`src/sv/spike_range_leaky_decoder_top_macros.svh`:
```
// ----------------------------------------------------------------------------
// Assertion macros for the spike range leaky decoder
// Shared concurrent checks, clocked on clk and disabled during rst.
// ----------------------------------------------------------------------------
`ifndef SPIKE_RANGE_LEAKY_DECODER_TOP_MACROS_SVH
`define SPIKE_RANGE_LEAKY_DECODER_TOP_MACROS_SVH

// expression must hold at every clock edge out of reset
`define SRLD_ASSERT_ALWAYS(lbl, expr, msg) \
  lbl: assert property (@(posedge clk) disable iff (rst) (expr)) else $error(msg);

// consequent must hold in the same cycle as the antecedent
`define SRLD_ASSERT_IMPLIES(lbl, ante, cons, msg) \
  lbl: assert property (@(posedge clk) disable iff (rst) (ante) |-> (cons)) else $error(msg);

`endif

```
`src/sv/srld_pkg.sv`:
```
// ----------------------------------------------------------------------------
// srld_pkg
// Types, field widths and helpers shared by the decoder front, back and queue.
// ----------------------------------------------------------------------------
package srld_pkg;

  // field widths of the stream words
  localparam int IDX_W    = 16;
  localparam int CH_W     = 2;
  localparam int STEP_W   = 24;
  localparam int VAL_W    = 32;
  localparam int DECAY_W  = 17;
  localparam int S_DATA_W = 80;
  localparam int M_DATA_W = 64;
  localparam int PROD_W   = 50;  // 32 signed x 18 signed
  localparam int TRUNC_W  = 34;  // product after dropping 16 fraction bits
  localparam int SUM_W    = 35;  // headroom for add before saturation

  localparam logic [DECAY_W-1:0] DECAY_RESET = 17'd65536;
  localparam logic               SIDE_AGONIST = 1'b0;

  // result queue
  localparam int OUTQ_DEPTH = 4;
  localparam int OUTQ_CNT_W = 3;
  localparam int OUTQ_PTR_W = 2;

  typedef enum logic [1:0] {
    ACT_SPIKE = 2'd0,
    ACT_TICK  = 2'd1,
    ACT_WRITE = 2'd2,
    ACT_NONE  = 2'd3
  } action_t;

  typedef enum logic [1:0] {
    CMD_SPIKE = 2'd0,
    CMD_TICK  = 2'd1,
    CMD_WRITE = 2'd2
  } cmd_kind_t;

  typedef enum logic {
    BK_IDLE  = 1'b0,
    BK_ISSUE = 1'b1
  } back_state_t;

  // classified command handed from front to back
  typedef struct packed {
    cmd_kind_t          kind;
    logic [IDX_W-1:0]   index;
    logic [CH_W-1:0]    channel;
    logic               side;
    logic [IDX_W-1:0]   low;
    logic [IDX_W-1:0]   high;
    logic [STEP_W-1:0]  step;
  } cmd_t;

  // one channel result
  typedef struct packed {
    logic [CH_W-1:0]          channel;
    logic signed [VAL_W-1:0]  agonist;
    logic signed [VAL_W-1:0]  antagonist;
    logic                     last;
  } result_t;

  // clamp a wide signed sum to the signed 32-bit range
  function automatic logic signed [VAL_W-1:0] sat_val(input logic signed [SUM_W-1:0] v);
    logic [SUM_W-VAL_W:0] top;
    top = v[SUM_W-1:VAL_W-1];
    if ((top == '0) || (top == '1)) begin
      return v[VAL_W-1:0];
    end else if (v[SUM_W-1]) begin
      return {1'b1, {(VAL_W-1){1'b0}}};
    end else begin
      return {1'b0, {(VAL_W-1){1'b1}}};
    end
  endfunction

endpackage

```
`src/sv/srld_front.sv`:
```
// ----------------------------------------------------------------------------
// srld_front
// Accepts input words, classifies them and queues commands for the back end.
// ----------------------------------------------------------------------------
module srld_front #(
  parameter int NUM_CHANNELS = 4
) (
  input  logic                           clk,
  input  logic                           rst,
  input  logic                           s_tvalid,
  output logic                           s_tready,
  // neuron_id, channel, side, range_low, range_high, increment
  input  logic [srld_pkg::S_DATA_W-1:0]  s_tdata,
  // action
  input  logic [1:0]                     s_tuser,
  output logic                           cmd_valid,
  input  logic                           cmd_ready,
  output srld_pkg::cmd_t                 cmd
);

  localparam int DEPTH = 2;

  srld_pkg::cmd_t fifo [DEPTH];
  logic [1:0]     count;
  logic           wr_ptr;
  logic           rd_ptr;
  srld_pkg::cmd_t in_cmd;
  logic           keep;
  logic           push;
  logic           pop;

  // unpack and classify; unused actions and writes to absent channels drop here
  always_comb begin
    in_cmd.index   = s_tdata[15:0];
    in_cmd.channel = s_tdata[17:16];
    in_cmd.side    = s_tdata[18];
    in_cmd.low     = s_tdata[34:19];
    in_cmd.high    = s_tdata[50:35];
    in_cmd.step    = s_tdata[74:51];
    in_cmd.kind    = srld_pkg::CMD_SPIKE;
    keep           = 1'b0;
    unique case (srld_pkg::action_t'(s_tuser))
      srld_pkg::ACT_SPIKE: begin
        in_cmd.kind = srld_pkg::CMD_SPIKE;
        keep        = 1'b1;
      end
      srld_pkg::ACT_TICK: begin
        in_cmd.kind = srld_pkg::CMD_TICK;
        keep        = 1'b1;
      end
      srld_pkg::ACT_WRITE: begin
        in_cmd.kind = srld_pkg::CMD_WRITE;
        keep        = 32'(in_cmd.channel) < NUM_CHANNELS;
      end
      default: begin
        keep = 1'b0;
      end
    endcase
  end

  assign s_tready  = count != 2'(DEPTH);
  assign push      = s_tvalid & s_tready & keep;
  assign cmd_valid = count != 2'd0;
  assign pop       = cmd_valid & cmd_ready;
  assign cmd       = fifo[rd_ptr];

  // queue pointers
  always_ff @(posedge clk) begin
    if (rst) begin
      count  <= 2'd0;
      wr_ptr <= 1'b0;
      rd_ptr <= 1'b0;
    end else begin
      if (push) wr_ptr <= ~wr_ptr;
      if (pop)  rd_ptr <= ~rd_ptr;
      if (push && !pop) begin
        count <= count + 2'd1;
      end else if (pop && !push) begin
        count <= count - 2'd1;
      end
    end
  end

  // queue storage
  always_ff @(posedge clk) begin
    if (push) fifo[wr_ptr] <= in_cmd;
  end

endmodule

```
`config.mk`:
```
export PLATFORM = sky130hd
export DESIGN_NAME = srld_front
export DESIGN_NICKNAME = d
export VERILOG_FILES = /design/src/sv/spike_range_leaky_decoder_top_macros.svh /design/src/sv/srld_pkg.sv /design/src/sv/srld_front.sv
export SDC_FILE = /design/constraint.sdc
export NUM_CORES = 1
export LEC_CHECK = 0
export ABC_AREA = 1
export BUFFER_PORTS_ARGS = -buffer_cell sky130_fd_sc_hd__buf_2
export CORE_ASPECT_RATIO = 0.9
export CORE_MARGIN = 2
export CORE_UTILIZATION = 30
export CTS_CLUSTER_SIZE = 14
export DETAILED_ROUTE_END_ITERATION = 16
export PLACE_DENSITY = 0.49
export SLEW_MARGIN = 25
export SYNTH_ARGS = -nofsm -noshare
export SYNTH_HDL_FRONTEND = slang
export SYNTH_SLANG_ARGS = --single-unit
```
`constraint.sdc`:
```
create_clock -name clk -period 16.03 [get_ports clk]
set_input_delay 3.206 -clock clk [delete_from_list [all_inputs] [get_ports clk]]
set_output_delay 3.206 -clock clk [all_outputs]
set_load 0.02 [all_outputs]
```
==> impl_metrics.env <==
export IMPL_cts_buffer_depth=2
export IMPL_wirelength_met1_um=4446
export IMPL_grt_pass1_vias=3199
export IMPL_slew_headroom_pct=48.90
export IMPL_vias=3032
export IMPL_grt_overflow=0
export IMPL_io_buffers=159
export IMPL_hpwl_um=6823
export IMPL_clk_pin_slew_ns=0.06
export IMPL_wl_met3_um=1199
export IMPL_numPlacedInstances=688
export IMPL_highest_layer="met4"
export IMPL_critPathCaptureType="output pin"
export IMPL_drc=0
export IMPL_startpoint_type="flip-flop"
export IMPL_tightest_slew_ns=0.7665
export IMPL_yosys_top_cells_count="edfxtp_1, mux2_2, mux2_4, inv_1, nand2_1"
export IMPL_start_util_pct=30.80
export IMPL_die_area_mm2=0.02100
export IMPL_skew_ns=0.009326
export IMPL_gp_congestion=0.6819
export IMPL_dieWidth_um=152.5
export IMPL_antenna_found_initial=1
export IMPL_setup_viol=0
export IMPL_grt_max_degree=78
export IMPL_synth_flop_cell="edfxtp_1"
export IMPL_async_flop_share_pct=0
export IMPL_synth_top_area_share_pct=77.65
export IMPL_wl_met2_um=4817
export IMPL_path_cells="buf_4 > mux2_2 > buf_2"
export IMPL_cts_sinks=159
export IMPL_p_leak_uw=0.002930
export IMPL_synth_cell_area_mm2=0.005956
export IMPL_nNetsFinal=544
export IMPL_path_buf_inv=2
export IMPL_wl_um=10640
export IMPL_max_cap_violations=0
export IMPL_arrival_ns=2.41
export IMPL_cts_made_buffers=17
export IMPL_ys_top_cells_by_area="edfxtp_1, mux2_2, mux2_4"
export IMPL_cp_required_ns=12.82
export IMPL_fmax_mhz=177.9
export IMPL_postSynthCellCount=284
export IMPL_die_y_um=137.7
export IMPL_synth_edf_count=154
export IMPL_critPathTopFamily="buffers and inverters"
export IMPL_hold_violations=0
export IMPL_drt_iter0_markers=100
export IMPL_post_route_util_pct=39.69
export IMPL_yosysWarnings=0
export IMPL_hold_depth=2
export IMPL_status="complete, no violations"
export IMPL_grt_util_all_layers_pct=10.28
export IMPL_clock_latency_ns=0.41
export IMPL_layout_min_cycle_time_ns=5.621
export IMPL_critPathMaxStageDelay_ns=0.71
export IMPL_yosysUniqueCellTypes=15
export IMPL_synth_most_common_cell="edfxtp_1"
export IMPL_ir_drop_v=0.0001069
export IMPL_crit_cells=3
export IMPL_cts_tree="yes"
export IMPL_p_per_area_mw_per_mm2=160.4
export IMPL_path_max_fanout=42
export IMPL_fp_coreArea_mm2=0.01934
export IMPL_post_cts_resize_count=0
export IMPL_slew_viol_final=0
export IMPL_final_cells=720
export IMPL_htree_levels=4
export IMPL_pin_count=165
export IMPL_path_class="flip-flop to output pin"
export IMPL_cts_root_buf="clkbuf_16"
export IMPL_wl_per_cell_um=14.78
export IMPL_drt_first_pass_iters=4
export IMPL_post_cts_buffers=0
export IMPL_fin_crit_sh_pct=35.06
export IMPL_hp_class="flip-flop to flip-flop"
export IMPL_rr_worst_depth=7
export IMPL_avgSynthCellArea_um2=20.97
export IMPL_ys_seq_elements=159
export IMPL_final_layout_size_suffix_gt1_share_pct=58.33
export IMPL_rows=48
export IMPL_seq_area_frac_synth_pct=79.33
export IMPL_synth_top_area_cell="edfxtp_1"
export IMPL_hold_buffers=0
export IMPL_area_growth_pct=28.89
export IMPL_final_setup_tns_ns=0
export IMPL_rsz0062_at_grt="no"
export IMPL_synth_nets=371
export IMPL_viasPerCell=4.211
export IMPL_cp_slowest_cell="dfxtp_4"
export IMPL_antenna_left=0
export IMPL_grt_pass1_wl_um=16320
per-stage QoR:
| step | power (uW) | setup WS (ns) | area [um2] | hold WS, ns |
|---|---|---|---|---|
| floorplan | 735.5 | 8.765 | 5956 | 0.4645 |
| global placement | 808.4 | 10.78 | 7012 | 0.4785 |
| detailed placement | 812.7 | 10.79 | 7036 | 0.4926 |
| CTS | 1252 | 10.32 | 7671 | 0.5089 |
| global route | 1289 | 10.26 | 7671 | 0.5480 |
| finish | 1232 | 10.41 | 7676 | 0.5050 |
routing by layer:
layer	GRT usage [%]	vias to the layer above
li1	-	1442
met5	0	-
met3	6.323	13
met2	16.02	124
met4	4.321	0
met1	11.41	1453
layout make-up:
cell class / count / area [um2]
inverters: 11 / 42.54
multi-input cells: 105 / 1110
clock inverters: 13 / 210.2
diodes: 2 / 5.005
flip-flops and latches: 159 / 4728
clock buffers: 17 / 425.4
repair buffers: 163 / 842.1
well taps: 250 / 312.8
fillers: 1801 / 11660
worst register-to-register path, delay by kind of cell, from the launching register on:
kind,cells,cell delay [ns]
buffers and inverters,4,0.97
DFF,1,0.31
and+or+nand+nor,3,0.36
cell usage in the layout, fill, tap and decap left out, types with 2 or more instances in the layout:
master     instances
a21oi_1            2
mux2_4            30
bufinv_16          5
inv_6              2
edfxtp_1         154
buf_4              2
clkinv_2           4
buf_2            159
clkbuf_16         17
diode_2            2
dfxtp_1            4
mux2_2            47
nand3_1            2
nand2_1           11
inv_1             10
nor2_1             9
cells by family after synthesis:
kind of cell | synth area share [%]
DFF | 79.33
adders and majority gates | 0.2101
and+or+nand+nor | 1.597
buffers and inverters | 2.164
muxes | 16.45
AOI/OAI and AO/OA | 0.2520
path summary, 6_finish.rpt:
| kind | endpoint | slack (ns) | start |
|---|---|---|---|
| setup reg to reg | fifo[0][49] | 14.03 | count[1] |
| setup / recovery | cmd[76] | 10.41 | flip-flop |
| hold reg to reg | flip-flop | 0.50 | rd_ptr |
| hold / removal | flip-flop | 0.50 | rd_ptr |
registers in the layout, indices dropped and copies added, names as in the netlist, named ones only:
register  flops
count         2
fifo        154
rd_ptr        1
wr_ptr        1
power breakdown:
part / internal (uW) / leakage (uW) / switching [uW]
Sequential: 509 / 0.00147 / 20.9
Clock: 276 / 0.000311 / 158
Combinational: 114 / 0.00115 / 153
Power figures use the tool's default switching activity.
