File: src/sv/spike_range_leaky_decoder_top_macros.svh
// ----------------------------------------------------------------------------
// Assertion macros for the spike range leaky decoder
// Shared concurrent checks, clocked on clk and disabled during rst.
// ----------------------------------------------------------------------------
`ifndef SPIKE_RANGE_LEAKY_DECODER_TOP_MACROS_SVH
`define SPIKE_RANGE_LEAKY_DECODER_TOP_MACROS_SVH

// expression must hold at every clock edge out of reset
`define SRLD_ASSERT_ALWAYS(lbl, expr, msg) \
  lbl: assert property (@(posedge clk) disable iff (rst) (expr)) else $error(msg);

// consequent must hold in the same cycle as the antecedent
`define SRLD_ASSERT_IMPLIES(lbl, ante, cons, msg) \
  lbl: assert property (@(posedge clk) disable iff (rst) (ante) |-> (cons)) else $error(msg);

`endif

File: src/sv/srld_pkg.sv
// ----------------------------------------------------------------------------
// srld_pkg
// Types, field widths and helpers shared by the decoder front, back and queue.
// ----------------------------------------------------------------------------
package srld_pkg;

  // field widths of the stream words
  localparam int IDX_W    = 16;
  localparam int CH_W     = 2;
  localparam int STEP_W   = 24;
  localparam int VAL_W    = 32;
  localparam int DECAY_W  = 17;
  localparam int S_DATA_W = 80;
  localparam int M_DATA_W = 64;
  localparam int PROD_W   = 50;  // 32 signed x 18 signed
  localparam int TRUNC_W  = 34;  // product after dropping 16 fraction bits
  localparam int SUM_W    = 35;  // headroom for add before saturation

  localparam logic [DECAY_W-1:0] DECAY_RESET = 17'd65536;
  localparam logic               SIDE_AGONIST = 1'b0;

  // result queue
  localparam int OUTQ_DEPTH = 4;
  localparam int OUTQ_CNT_W = 3;
  localparam int OUTQ_PTR_W = 2;

  typedef enum logic [1:0] {
    ACT_SPIKE = 2'd0,
    ACT_TICK  = 2'd1,
    ACT_WRITE = 2'd2,
    ACT_NONE  = 2'd3
  } action_t;

  typedef enum logic [1:0] {
    CMD_SPIKE = 2'd0,
    CMD_TICK  = 2'd1,
    CMD_WRITE = 2'd2
  } cmd_kind_t;

  typedef enum logic {
    BK_IDLE  = 1'b0,
    BK_ISSUE = 1'b1
  } back_state_t;

  // classified command handed from front to back
  typedef struct packed {
    cmd_kind_t          kind;
    logic [IDX_W-1:0]   index;
    logic [CH_W-1:0]    channel;
    logic               side;
    logic [IDX_W-1:0]   low;
    logic [IDX_W-1:0]   high;
    logic [STEP_W-1:0]  step;
  } cmd_t;

  // one channel result
  typedef struct packed {
    logic [CH_W-1:0]          channel;
    logic signed [VAL_W-1:0]  agonist;
    logic signed [VAL_W-1:0]  antagonist;
    logic                     last;
  } result_t;

  // clamp a wide signed sum to the signed 32-bit range
  function automatic logic signed [VAL_W-1:0] sat_val(input logic signed [SUM_W-1:0] v);
    logic [SUM_W-VAL_W:0] top;
    top = v[SUM_W-1:VAL_W-1];
    if ((top == '0) || (top == '1)) begin
      return v[VAL_W-1:0];
    end else if (v[SUM_W-1]) begin
      return {1'b1, {(VAL_W-1){1'b0}}};
    end else begin
      return {1'b0, {(VAL_W-1){1'b1}}};
    end
  endfunction

endpackage

File: src/sv/srld_outq.sv
// ----------------------------------------------------------------------------
// srld_outq
// Result queue driving the master stream; reports free slots as credit.
// ----------------------------------------------------------------------------
module srld_outq (
  input  logic                                clk,
  input  logic                                rst,
  input  logic                                push,
  input  srld_pkg::result_t                   push_data,
  output logic [srld_pkg::OUTQ_CNT_W-1:0]     free,
  output logic                                m_tvalid,
  input  logic                                m_tready,
  // agonist_value, antagonist_value
  output logic [srld_pkg::M_DATA_W-1:0]       m_tdata,
  // out_channel
  output logic [srld_pkg::CH_W-1:0]           m_tuser,
  output logic                                m_tlast
);

  srld_pkg::result_t                 mem [srld_pkg::OUTQ_DEPTH];
  logic [srld_pkg::OUTQ_CNT_W-1:0]   count;
  logic [srld_pkg::OUTQ_PTR_W-1:0]   wr_ptr;
  logic [srld_pkg::OUTQ_PTR_W-1:0]   rd_ptr;
  logic                              pop;
  srld_pkg::result_t                 head;

  assign head     = mem[rd_ptr];
  assign m_tvalid = count != '0;
  assign pop      = m_tvalid & m_tready;
  assign m_tdata  = {head.antagonist, head.agonist};
  assign m_tuser  = head.channel;
  assign m_tlast  = head.last;
  assign free     = srld_pkg::OUTQ_CNT_W'(srld_pkg::OUTQ_DEPTH) - count;

  // pointers and fill level
  always_ff @(posedge clk) begin
    if (rst) begin
      count  <= '0;
      wr_ptr <= '0;
      rd_ptr <= '0;
    end else begin
      if (push) wr_ptr <= wr_ptr + 1'b1;
      if (pop)  rd_ptr <= rd_ptr + 1'b1;
      if (push && !pop) begin
        count <= count + 1'b1;
      end else if (pop && !push) begin
        count <= count - 1'b1;
      end
    end
  end

  // storage
  always_ff @(posedge clk) begin
    if (push) mem[wr_ptr] <= push_data;
  end

endmodule

File: config.mk
export PLATFORM = sky130hd
export DESIGN_NAME = srld_outq
export DESIGN_NICKNAME = d
export VERILOG_FILES = /design/src/sv/spike_range_leaky_decoder_top_macros.svh /design/src/sv/srld_pkg.sv /design/src/sv/srld_outq.sv
export SDC_FILE = /design/constraint.sdc
export NUM_CORES = 1
export LEC_CHECK = 0
export BUFFER_PORTS_ARGS = -buffer_cell sky130_fd_sc_hd__buf_2
export CAP_MARGIN = 20
export CORE_ASPECT_RATIO = 1.4
export CORE_MARGIN = 2
export CORE_UTILIZATION = 30
export CTS_CLUSTER_DIAMETER = 30
export DETAILED_ROUTE_END_ITERATION = 7
export PLACE_DENSITY = 0.57
export SYNTH_ARGS = -nofsm -noshare
export SYNTH_HDL_FRONTEND = slang
export SYNTH_SLANG_ARGS = --single-unit
File: constraint.sdc
create_clock -name clk -period 4.15 [get_ports clk]
set_input_delay 0.2075 -clock clk [delete_from_list [all_inputs] [get_ports clk]]
set_output_delay 0.2075 -clock clk [all_outputs]
set_load 0.1 [all_outputs]
==> run_results.csv, run 1 <==
group,metric,value,unit
outcome,outcome,"finished, final reports clean",
final_layout,drive_gt1_share,43.9,%
pwr,power_frac_comb,28.1,%
worst_setup_path,worstReg2RegEnd,"count[2]$_SDFFE_PP0P_",
detailed_routing,dr.pass1.iters,6,
detailed_routing,vias,4900,
worst_setup_path,r2r_start,"count[0]$_SDFFE_PP0P_",
pwr,finalPower,10200,uW
detailed_routing,drt_iter0_drc,160,
hold_path,hp-class,"input pin to flop",
synthesis,synthCells,401,
synthesis,synthTopCellsByArea,"edfxtp_1 (79%), mux4_2 (15%), dfxtp_1 (1.8%)",
floorplan,rows,79,
worst_setup_path,cp_data_required_time,3.94,ns
worst_setup_path,critPathMaxFanout,36,
pwr,vdd_drop_max,0.00110,V
hold_path,hp-start,"push",
worst_setup_path,reg2reg_depth,10,
pwr,power_density,739,mW/mm2
pwr,seqPwrFrac,33.4,%
detailed_routing,drc_errors,0,
worst_setup_path,start_kind,"flop",
worst_setup_path,crit_chain,"buf_4 -> mux4_2 -> buf_2",
floorplan,dieArea,0.0354,mm2
hold_path,holdPathEnd,"wr_ptr[1]$_SDFFE_PP0P_",
synthesis,synth-seq-area-share,80.8,%
floorplan,initial_core_util,30.6,%
place,place_hpwl,11.1,mm
synthesis,synth_fp_nets,480,
synthesis,ys_types,24,
worst_setup_path,cp_slowest_stage_delay,0.87,ns
floorplan,ioPinCount,142,
timing,max_freq,0.347,GHz
worst_setup_path,rrSetupSlack,1.96,ns
clock_tree,h-tree-depth,2,
synthesis,ys_warn_count,0,
place,portBuffers,141,
timing,fin_crit,2.88,ns
global_routing,grtUsageTotal,11.6,%
timing,setup_violations,0,
timing,finalHoldViolations,0,
final_layout,num-fill-cells,2933,
pwr,p_sw,3710,uW
global_routing,grt_max_degree,68,
timing,fin_ws,1.27,ns
timing,final_max_slew_viol_count,0,
synthesis,synth_top_area_cell,"edfxtp_1",
flow_run,maxCapViolations,0,
timing,finalCritPeriodShare,69.5,%
synthesis,avgSynthCellArea,25.4,um2
timing,rsz0062_at_grt,"no",
global_routing,grt_pass1_wl,31.5,mm
pwr,p_leak,0.00473,uW
detailed_routing,wirelength,20.0,mm
timing,max_slew_margin,28.4,%
global_routing,grt_pass1_vias,5668,
global_routing,antenna_found_initial,3,
detailed_routing,ant_nets,0,
worst_setup_path,crit_family,"flip-flops",
timing,worst_clock_skew,0.0169,ns
timing,hold_slack,0.0470,ns
floorplan,die_w,160,um
timing,worst_pin_slew,1.07,ns
worst_setup_path,endpoint_kind,"output port",
worst_setup_path,crit_type,"flop to output port",
pwr,switching_share,36.5,%
clock_tree,numCtsBuffers,46,
synthesis,synth_top_area_share,79.1,%
worst_setup_path,critPathSlowestCell,"dfxtp_4",
pwr,power.share.clock,38.5,%
timing,tns,0,ns
clock_tree,clock_latency,0.54,ns
clock_tree,path_clk_slew,0.05,ns
synthesis,synth_area,0.0102,mm2
hold_path,whs_path_depth,3,
synthesis,ys_seq_elements,277,
clock_tree,cts_sinks,277,
pwr,p_int,6440,uW
floorplan,core,0.0333,mm2
worst_setup_path,crit_buf_inv,2,
clock_tree,clockBufferDepth,3,
global_routing,grt_overflow,0,
detailed_routing,vias_per_cell,4.34,
clock_tree,cts-root-buf,"clkbuf_16",
worst_setup_path,cp_data_arrival_time,2.68,ns
detailed_routing,routedWlPerCell,17.7,um
final_layout,synthToLayoutAreaGrowth,34.9,%
floorplan,die_h,222,um
place,dp_slack,1.73,ns
clock_tree,postCtsSetupBuffers,0,
place,gp_congestion,0.688,
clock_tree,cts_resized,0,
final_layout,nets,726,
clock_tree,cts_tree,"built",
## power by group through the flow
stage	clock network, uW	registers (uW)	logic, uW
after floorplan	0	3320	2570
after global placement	0	3450	2790
after detailed placement	0	3460	2800
after CTS	4000	3410	2860
after global routing	4120	3430	2950
final	3910	3390	2850
## layout make-up
cell class              instances  area [um2]  area share (%)
diodes                          1        2.50          0.0182
clock buffers                  50        1190            8.65
clock inverters                35         437            3.18
inverters                       8        30.0           0.219
multi-input cells              99        1780            12.9
flip-flops and latches        277        8240            60.0
well taps                     445         557            4.05
repair buffers                215        1510            11.0
## worst max-delay path by stage
stage	cells past startpoint	slack, ns	from	to
5_1_grt	3	1.03	flop	m_tdata[28]
2_1_floorplan	3	1.60	wr_ptr[0]$_SDFFE_PP0P_	mem[0][0]$_DFFE_PP_
3_3_place_gp	3	1.76	flop	m_tuser[1]
3_5_place_dp	3	1.73	flop	m_tdata[21]
6_report	3	1.27	flop	m_tdata[21]
4_1_cts	3	1.16	flop	m_tdata[21]
## synthesized netlist by cell type
library cell / number
buf_6: 1
xnor2_1: 1
o21ai_0: 1
fa_1: 1
buf_4: 4
mux4_2: 67
buf_12: 4
mux2i_1: 2
nand3b_1: 1
a21oi_1: 3
buf_1: 3
or3_1: 1
and2_1: 4
nand2b_1: 1
ha_1: 7
or2_2: 1
clkbuf_1: 1
dfxtp_1: 9
xor2_1: 3
inv_1: 8
buf_2: 4
edfxtp_1: 268
nor2_1: 5
nand2_1: 1
## worst reg2reg max path, stage by stage (launching register included)
cell and delay, ns:
dfxtp_1 0.35, inv_1 0.07, ha_1 0.14, ha_1 0.17
nand2b_1 0.15, ha_1 0.19, inv_1 0.06, fa_1 0.37
xor2_1 0.16, or3_1 0.31, a21oi_1 0.14
## kinds of logic (layout without fill, tap and decap cells)
kind of cell | after synthesis | in the layout | synth area share, %
adder cells (fa/ha/maj) | 8 | 8 | 1.06
flip-flops | 277 | 277 | 80.8
XOR/XNOR | 4 | 4 | 0.344
buffers and inverters | 25 | 308 | 1.83
AO/OA/AOI/OAI | 4 | 4 | 0.197
other | 0 | 1 | 0
multiplexers | 69 | 69 | 15.0
AND/OR/NAND/NOR | 14 | 14 | 0.725
## timing repair
item / in CTS / in global routing
hold buffers: 68 / 0
endpoints found under the setup margin: 0 / 0
endpoints found under the hold margin: 277 / 0
## flip-flops by register name, summed over array words and instances, names as in the netlist, named ones only
register / count
count: 3
mem: 268
rd_ptr: 2
wr_ptr: 2
## metrics by stage
step	util (%)	instance area, um2	instances
after floorplan	-	10200	401
after global placement	34.0	11300	972
after detailed placement	34.0	11300	972
after CTS	40.9	13600	1125
after global routing	41.2	13700	1129
final	41.2	13700	1130
## per-layer routing
layer | global-route usage [%] | part of all wire (%) | up-vias
li1 | - | - | 2204
met1 | 12.4 | 38 | 2523
met2 | 21.4 | 54 | 126
met3 | 3.01 | 4.7 | 43
met4 | 5.13 | 3.0 | 4
met5 | 0 | 0.13 | -
## cells in the final DEF, fill, tap and decap left out, types with 4 or more instances in the layout
cell | Yosys | layout
buf_2 | 4 | 141
and2_4 | 0 | 4
clkinv_2 | 0 | 4
mux4_2 | 67 | 67
clkinv_4 | 0 | 7
edfxtp_1 | 268 | 268
dlygate4sd3_1 | 0 | 68
bufinv_16 | 0 | 7
dfxtp_1 | 9 | 7
inv_1 | 8 | 8
inv_8 | 0 | 5
inv_6 | 0 | 8
clkbuf_16 | 0 | 47
nor2_1 | 5 | 5
ha_1 | 7 | 7
No activity file was read; power rests on OpenSTA's default activity.
==> run 2, diff against run 1 <==
--- a/config.mk
+++ b/config.mk
@@ -12,7 +12,7 @@
 export CORE_UTILIZATION = 30
 export CTS_CLUSTER_DIAMETER = 30
 export DETAILED_ROUTE_END_ITERATION = 7
-export PLACE_DENSITY = 0.57
+export PLACE_DENSITY = 0.59
 export SYNTH_ARGS = -nofsm -noshare
 export SYNTH_HDL_FRONTEND = slang
 export SYNTH_SLANG_ARGS = --single-unit
==> constraint.sdc (replaced) <==
create_clock -name clk -period 2.61 [get_ports clk]
set_input_delay 0.1305 -clock clk [delete_from_list [all_inputs] [get_ports clk]]
set_output_delay 0.1305 -clock clk [all_outputs]
set_load 0.1 [all_outputs]
==> run 2 against run 1 <==
Via count rose by 2.8%. Final cell count is 0.35% higher. Sequential share of layout area up 0.33 points. Worst hold slack improved by 0.31 ns. Wire length is 4.0% higher. Sequential power rose by 56%. Clock skew decreased by 0.0023 ns. Global-route usage up 0.34 points. Flip-flop and latch count did not move. Core utilization down 0.23 points. Non-clock buffer count is 13 higher.
==> run_results.csv, run 2 (same netlist as run 1, synthesis figures left out) <==
group,metric,value,unit
clock_tree,cts_tree,"built",
final_layout,drive_gt1_share,44.0,%
clock_tree,path_clk_slew,0.05,ns
worst_setup_path,cp_data_arrival_time,2.31,ns
place,place_hpwl,12.3,mm
pwr,finalPower,15600,uW
timing,rsz0062_at_grt,"no",
detailed_routing,wirelength,20.8,mm
clock_tree,cts-root-buf,"clkbuf_16",
pwr,vdd_drop_max,0.00156,V
final_layout,n_antenna_cell,0,
floorplan,initial_core_util,30.6,%
detailed_routing,dr.pass1.iters,4,
place,gp_congestion,0.706,
timing,tns,0,ns
timing,max_freq,0.410,GHz
worst_setup_path,critPathMaxFanout,35,
timing,setup_violations,0,
detailed_routing,vias,5037,
timing,final_max_slew_viol_count,0,
detailed_routing,ant_nets,0,
timing,finalCritPeriodShare,93.4,%
floorplan,ioPinCount,142,
timing,hold_slack,0.357,ns
final_layout,mostFrequentLayoutCell,"edfxtp_1",
outcome,outcome,"finished, final reports clean",
final_layout,layout_common_cells,"edfxtp_1 (268), buf_2 (141), dlygate4sd3_1 (71), mux4_2 (67), clkbuf_16 (43)",
flow_run,maxCapViolations,0,
place,portBuffers,141,
final_layout,largest_register_ffs,268,
global_routing,grt_pass1_vias,5748,
hold_path,hp-class,"input pin to flop",
worst_setup_path,endpoint_kind,"output port",
timing,finalHoldViolations,0,
timing,worst_pin_slew,0.570,ns
detailed_routing,vias_per_cell,4.44,
final_layout,top_register,"mem",
worst_setup_path,cp_slowest_stage_delay,0.58,ns
clock_tree,clock_latency,0.53,ns
worst_setup_path,start_kind,"flop",
worst_setup_path,crit_chain,"buf_12 -> mux4_2 -> buf_2",
final_layout,final_cells,1134,
place,placed_cells,986,
timing,worst_clock_skew,0.0146,ns
clock_tree,h-tree-depth,2,
final_layout,reg_top3,"mem: 268 flops, count: 3 flops",
floorplan,core,0.0333,mm2
pwr,p_leak,0.00470,uW
final_layout,seqCellArea,0.00824,mm2
detailed_routing,routedWlPerCell,18.4,um
clock_tree,cts_resized,0,
worst_setup_path,crit_type,"flop to output port",
worst_setup_path,critPathSlowestCell,"mux4_2",
floorplan,die_h,222,um
global_routing,antenna_found_initial,0,
clock_tree,clockBufferDepth,3,
global_routing,grtUsageTotal,12.0,%
final_layout,nets,735,
floorplan,dieArea,0.0354,mm2
clock_tree,numCtsBuffers,42,
pwr,power_density,1140,mW/mm2
clock_tree,cts_sinks,277,
detailed_routing,drc_errors,0,
detailed_routing,drt_iter0_drc,276,
final_layout,multi_input_area,0.00178,mm2
clock_tree,postCtsSetupBuffers,0,
global_routing,grt_max_degree,39,
floorplan,rows,79,
floorplan,die_w,160,um
worst_setup_path,cp_data_required_time,2.48,ns
timing,fin_crit,2.44,ns
timing,max_slew_margin,62.3,%
final_layout,num-fill-cells,2951,
final_layout,synthToLayoutAreaGrowth,34.2,%
global_routing,grt_pass1_wl,32.5,mm
global_routing,grt_overflow,0,
clock_tree,cts_hold_buf,71,
-- run 2: layer usage --
layer | track usage [%] | up-vias | routed length (um)
met5 | 0 | - | 0
met4 | 5.48 | 0 | 634
met3 | 2.81 | 43 | 1010
met2 | 21.7 | 149 | 11100
met1 | 13.1 | 2623 | 8050
li1 | - | 2222 | -
-- run 2: final timing paths --
kind / slack (ns) / cells past startpoint / start / endpoint
worst max-delay path: 0.17 / 3 / flop / m_tdata[23]
worst min register to register: 0.53 / 2 / rd_ptr[1]$_SDFFE_PP0P_ / rd_ptr[1]$_SDFFE_PP0P_
worst min-delay path: 0.36 / 2 / push_data[17] / mem[0][17]$_DFFE_PP_
worst max register to register: 0.26 / 10 / count[0]$_SDFFE_PP0P_ / count[2]$_SDFFE_PP0P_
-- run 2: area by class of cell --
type	instances	area share [%]
Clock buffer	44	7.91
Timing Repair Buffer	228	11.9
Inverter	8	0.220
Clock inverter	33	2.61
Tap cell	445	4.08
Multi-Input combinational cell	99	13.0
Sequential cell	277	60.3
-- run 2: report_power, final --
group / internal, uW / switching [uW]
Combinational: 1080 / 3640
Clock: 3560 / 2040
Sequential: 5140 / 149
-- run 2: stage by stage --
stage                     worst slack (ns)  cell area (um2)  util (%)
after floorplan                     0.0630            10200         -
after global placement               0.515            11500      34.6
after detailed placement             0.285            11500      34.6
after CTS                           0.0711            13700      41.0
after global routing                0.0311            13700      41.0
final                                0.172            13700      41.0
-- run 2: worst max-delay path: cells and delay by family, from the launching register on --
family                 cells  cell delay (ns)
multiplexers               1             0.58
buffers and inverters      2             0.64
flip-flops                 1             0.53
==> run 3, diff against run 2 <==
--- a/config.mk
+++ b/config.mk
@@ -9,10 +9,10 @@
 export CAP_MARGIN = 20
 export CORE_ASPECT_RATIO = 1.4
 export CORE_MARGIN = 2
-export CORE_UTILIZATION = 30
+export CORE_UTILIZATION = 51
 export CTS_CLUSTER_DIAMETER = 30
 export DETAILED_ROUTE_END_ITERATION = 7
-export PLACE_DENSITY = 0.59
+export PLACE_DENSITY = 0.85
 export SYNTH_ARGS = -nofsm -noshare
 export SYNTH_HDL_FRONTEND = slang
 export SYNTH_SLANG_ARGS = --single-unit
==> run 3 against run 2 <==
Fmax increased by 2.8%. Via count shrank 1.3%. Highest routed layer unchanged. Sequential share of layout area rose by 2.1 points. Critical path type unchanged. Setup slack better by 0.066 ns. Worst hold slack worse by 0.33 ns. Sequential power barely moved.
==> run_results.csv, run 3 (same netlist as run 1, synthesis figures left out) <==
group,metric,value,unit
worst_setup_path,crit_type,"flop to output port",
place,placed_cells,788,
timing,worst_pin_slew,0.582,ns
worst_setup_path,start_kind,"flop",
pwr,finalPower,15000,uW
final_layout,final_cells,925,
worst_setup_path,endpoint_kind,"output port",
pwr,vdd_drop_max,0.00141,V
clock_tree,clockBufferDepth,3,
timing,hold_slack,0.0306,ns
worst_setup_path,critPathSlowestCell,"dfxtp_4",
final_layout,mostFrequentLayoutCell,"edfxtp_1",
timing,final_max_slew_viol_count,0,
clock_tree,cts_resized,0,
final_layout,drive_gt1_share,42.6,%
worst_setup_path,critPathMaxFanout,25,
timing,finalHoldViolations,0,
clock_tree,cts_hold_buf,68,
pwr,p_leak,0.00457,uW
clock_tree,cts_tree,"built",
floorplan,dieArea,0.0211,mm2
final_layout,multi_input_area,0.00178,mm2
clock_tree,numCtsBuffers,38,
global_routing,grtUsageTotal,19.1,%
timing,worst_clock_skew,0.0136,ns
detailed_routing,drt_iter0_drc,368,
detailed_routing,routedWlPerCell,21.5,um
global_routing,grt_pass1_vias,5476,
detailed_routing,dr.pass1.iters,4,
detailed_routing,ant_nets,0,
global_routing,grt_max_degree,44,
clock_tree,clock_latency,0.50,ns
final_layout,num-fill-cells,1234,
floorplan,core,0.0197,mm2
final_layout,top_register,"mem",
clock_tree,cts_sinks,277,
detailed_routing,wirelength,19.9,mm
worst_setup_path,r2r_start,"count[0]$_SDFFE_PP0P_",
clock_tree,path_clk_slew,0.05,ns
global_routing,grt_pass1_wl,29.8,mm
floorplan,rows,61,
final_layout,layout_common_cells,"edfxtp_1 (268), buf_2 (141), dlygate4sd3_1 (68), mux4_2 (67), clkbuf_16 (41)",
worst_setup_path,reg2reg_depth,10,
final_layout,reg_top3,"mem: 268 flops, count: 3 flops",
clock_tree,postCtsSetupBuffers,0,
place,portBuffers,141,
place,place_hpwl,11.6,mm
floorplan,ioPinCount,142,
detailed_routing,drc_errors,0,
timing,setup_violations,0,
floorplan,die_w,123,um
worst_setup_path,crit_chain,"buf_12 -> mux4_2 -> buf_2",
place,dp_slack,0.362,ns
global_routing,grt_overflow,0,
final_layout,seqCellArea,0.00824,mm2
worst_setup_path,rrSetupSlack,0.32,ns
hold_path,hp-class,"input pin to flop",
timing,finalCritPeriodShare,90.9,%
final_layout,largest_register_ffs,268,
timing,max_freq,0.422,GHz
timing,max_slew_margin,61.2,%
detailed_routing,vias,4971,
worst_setup_path,cp_data_arrival_time,2.24,ns
flow_run,maxCapViolations,0,
timing,rsz0062_at_grt,"no",
final_layout,nets,723,
final_layout,synthToLayoutAreaGrowth,29.7,%
worst_setup_path,crit_end,"m_tdata[34]",
global_routing,antenna_found_initial,1,
floorplan,die_h,171,um
pwr,power_density,1140,mW/mm2
worst_setup_path,worstReg2RegEnd,"count[2]$_SDFFE_PP0P_",
clock_tree,h-tree-depth,2,
detailed_routing,vias_per_cell,5.37,
place,gp_congestion,0.718,
outcome,outcome,"finished, final reports clean",
timing,fin_crit,2.37,ns
timing,tns,0,ns
worst_setup_path,cp_slowest_stage_delay,0.58,ns
worst_setup_path,cp_data_required_time,2.48,ns
timing,fin_ws,0.238,ns
clock_tree,cts-root-buf,"clkbuf_16",
floorplan,initial_core_util,51.7,%
-- run 3: changes by cell type in the layout (fill, tap and decap cells not counted), moves of 3 or more --
cell and delta:
buf_4 -5, clkinv_2 -5, dlygate4sd3_1 -3, inv_8 -4
inv_6 -6
-- run 3: report_power, final --
group	total (uW)	internal [uW]	switching, uW
clock	5030	3220	1810
sequential	5310	5140	169
combinational	4690	1080	3610
total	15000	9430	5600
-- run 3: worst max-delay path: cells and delay by family (launching register included) --
| family | cells | cell delay [ns] |
|---|---|---|
| buf+inv | 2 | 0.60 |
| flops | 1 | 0.58 |
| mux | 1 | 0.55 |
-- run 3: layout make-up --
cell class / instances / share of cell area, %
multi-input combinational: 99 / 13.4
inverter: 8 / 0.227
clock inverter: 23 / 1.74
antenna: 1 / 0.0189
clock buffer: 45 / 8.03
timing repair buffer: 220 / 11.8
sequential: 277 / 62.4
tap: 252 / 2.39
-- run 3: worst min path at each step --
stage / startpoint / end / cells after the start
finish: m_tready / flop / 4
detailed placement: push_data[29] / mem[3][29]$_DFFE_PP_ / 1
global placement: push_data[27] / mem[2][27]$_DFFE_PP_ / 1
global route: push / wr_ptr[0]$_SDFFE_PP0P_ / 3
CTS: push / wr_ptr[0]$_SDFFE_PP0P_ / 3
floorplan: push_data[0] / mem[0][0]$_DFFE_PP_ / 0
-- run 3: routing by layer --
layer,wire [um],up-vias,global-route usage (%),part of all wire (%)
met3,801,41,3.23,4.0
met4,644,0,7.81,3.2
li1,-,2185,-,-
met2,11100,171,35.3,56
met1,7350,2574,21.7,37
met5,0,-,0,0
-- run 3: per-stage QoR --
step                      cell area (um2)  utilization, %
after floorplan                     10200               -
after global placement              11200            57.0
after detailed placement            11200            57.0
after CTS                           13200            67.1
after global routing                13200            67.1
final                               13200            67.1
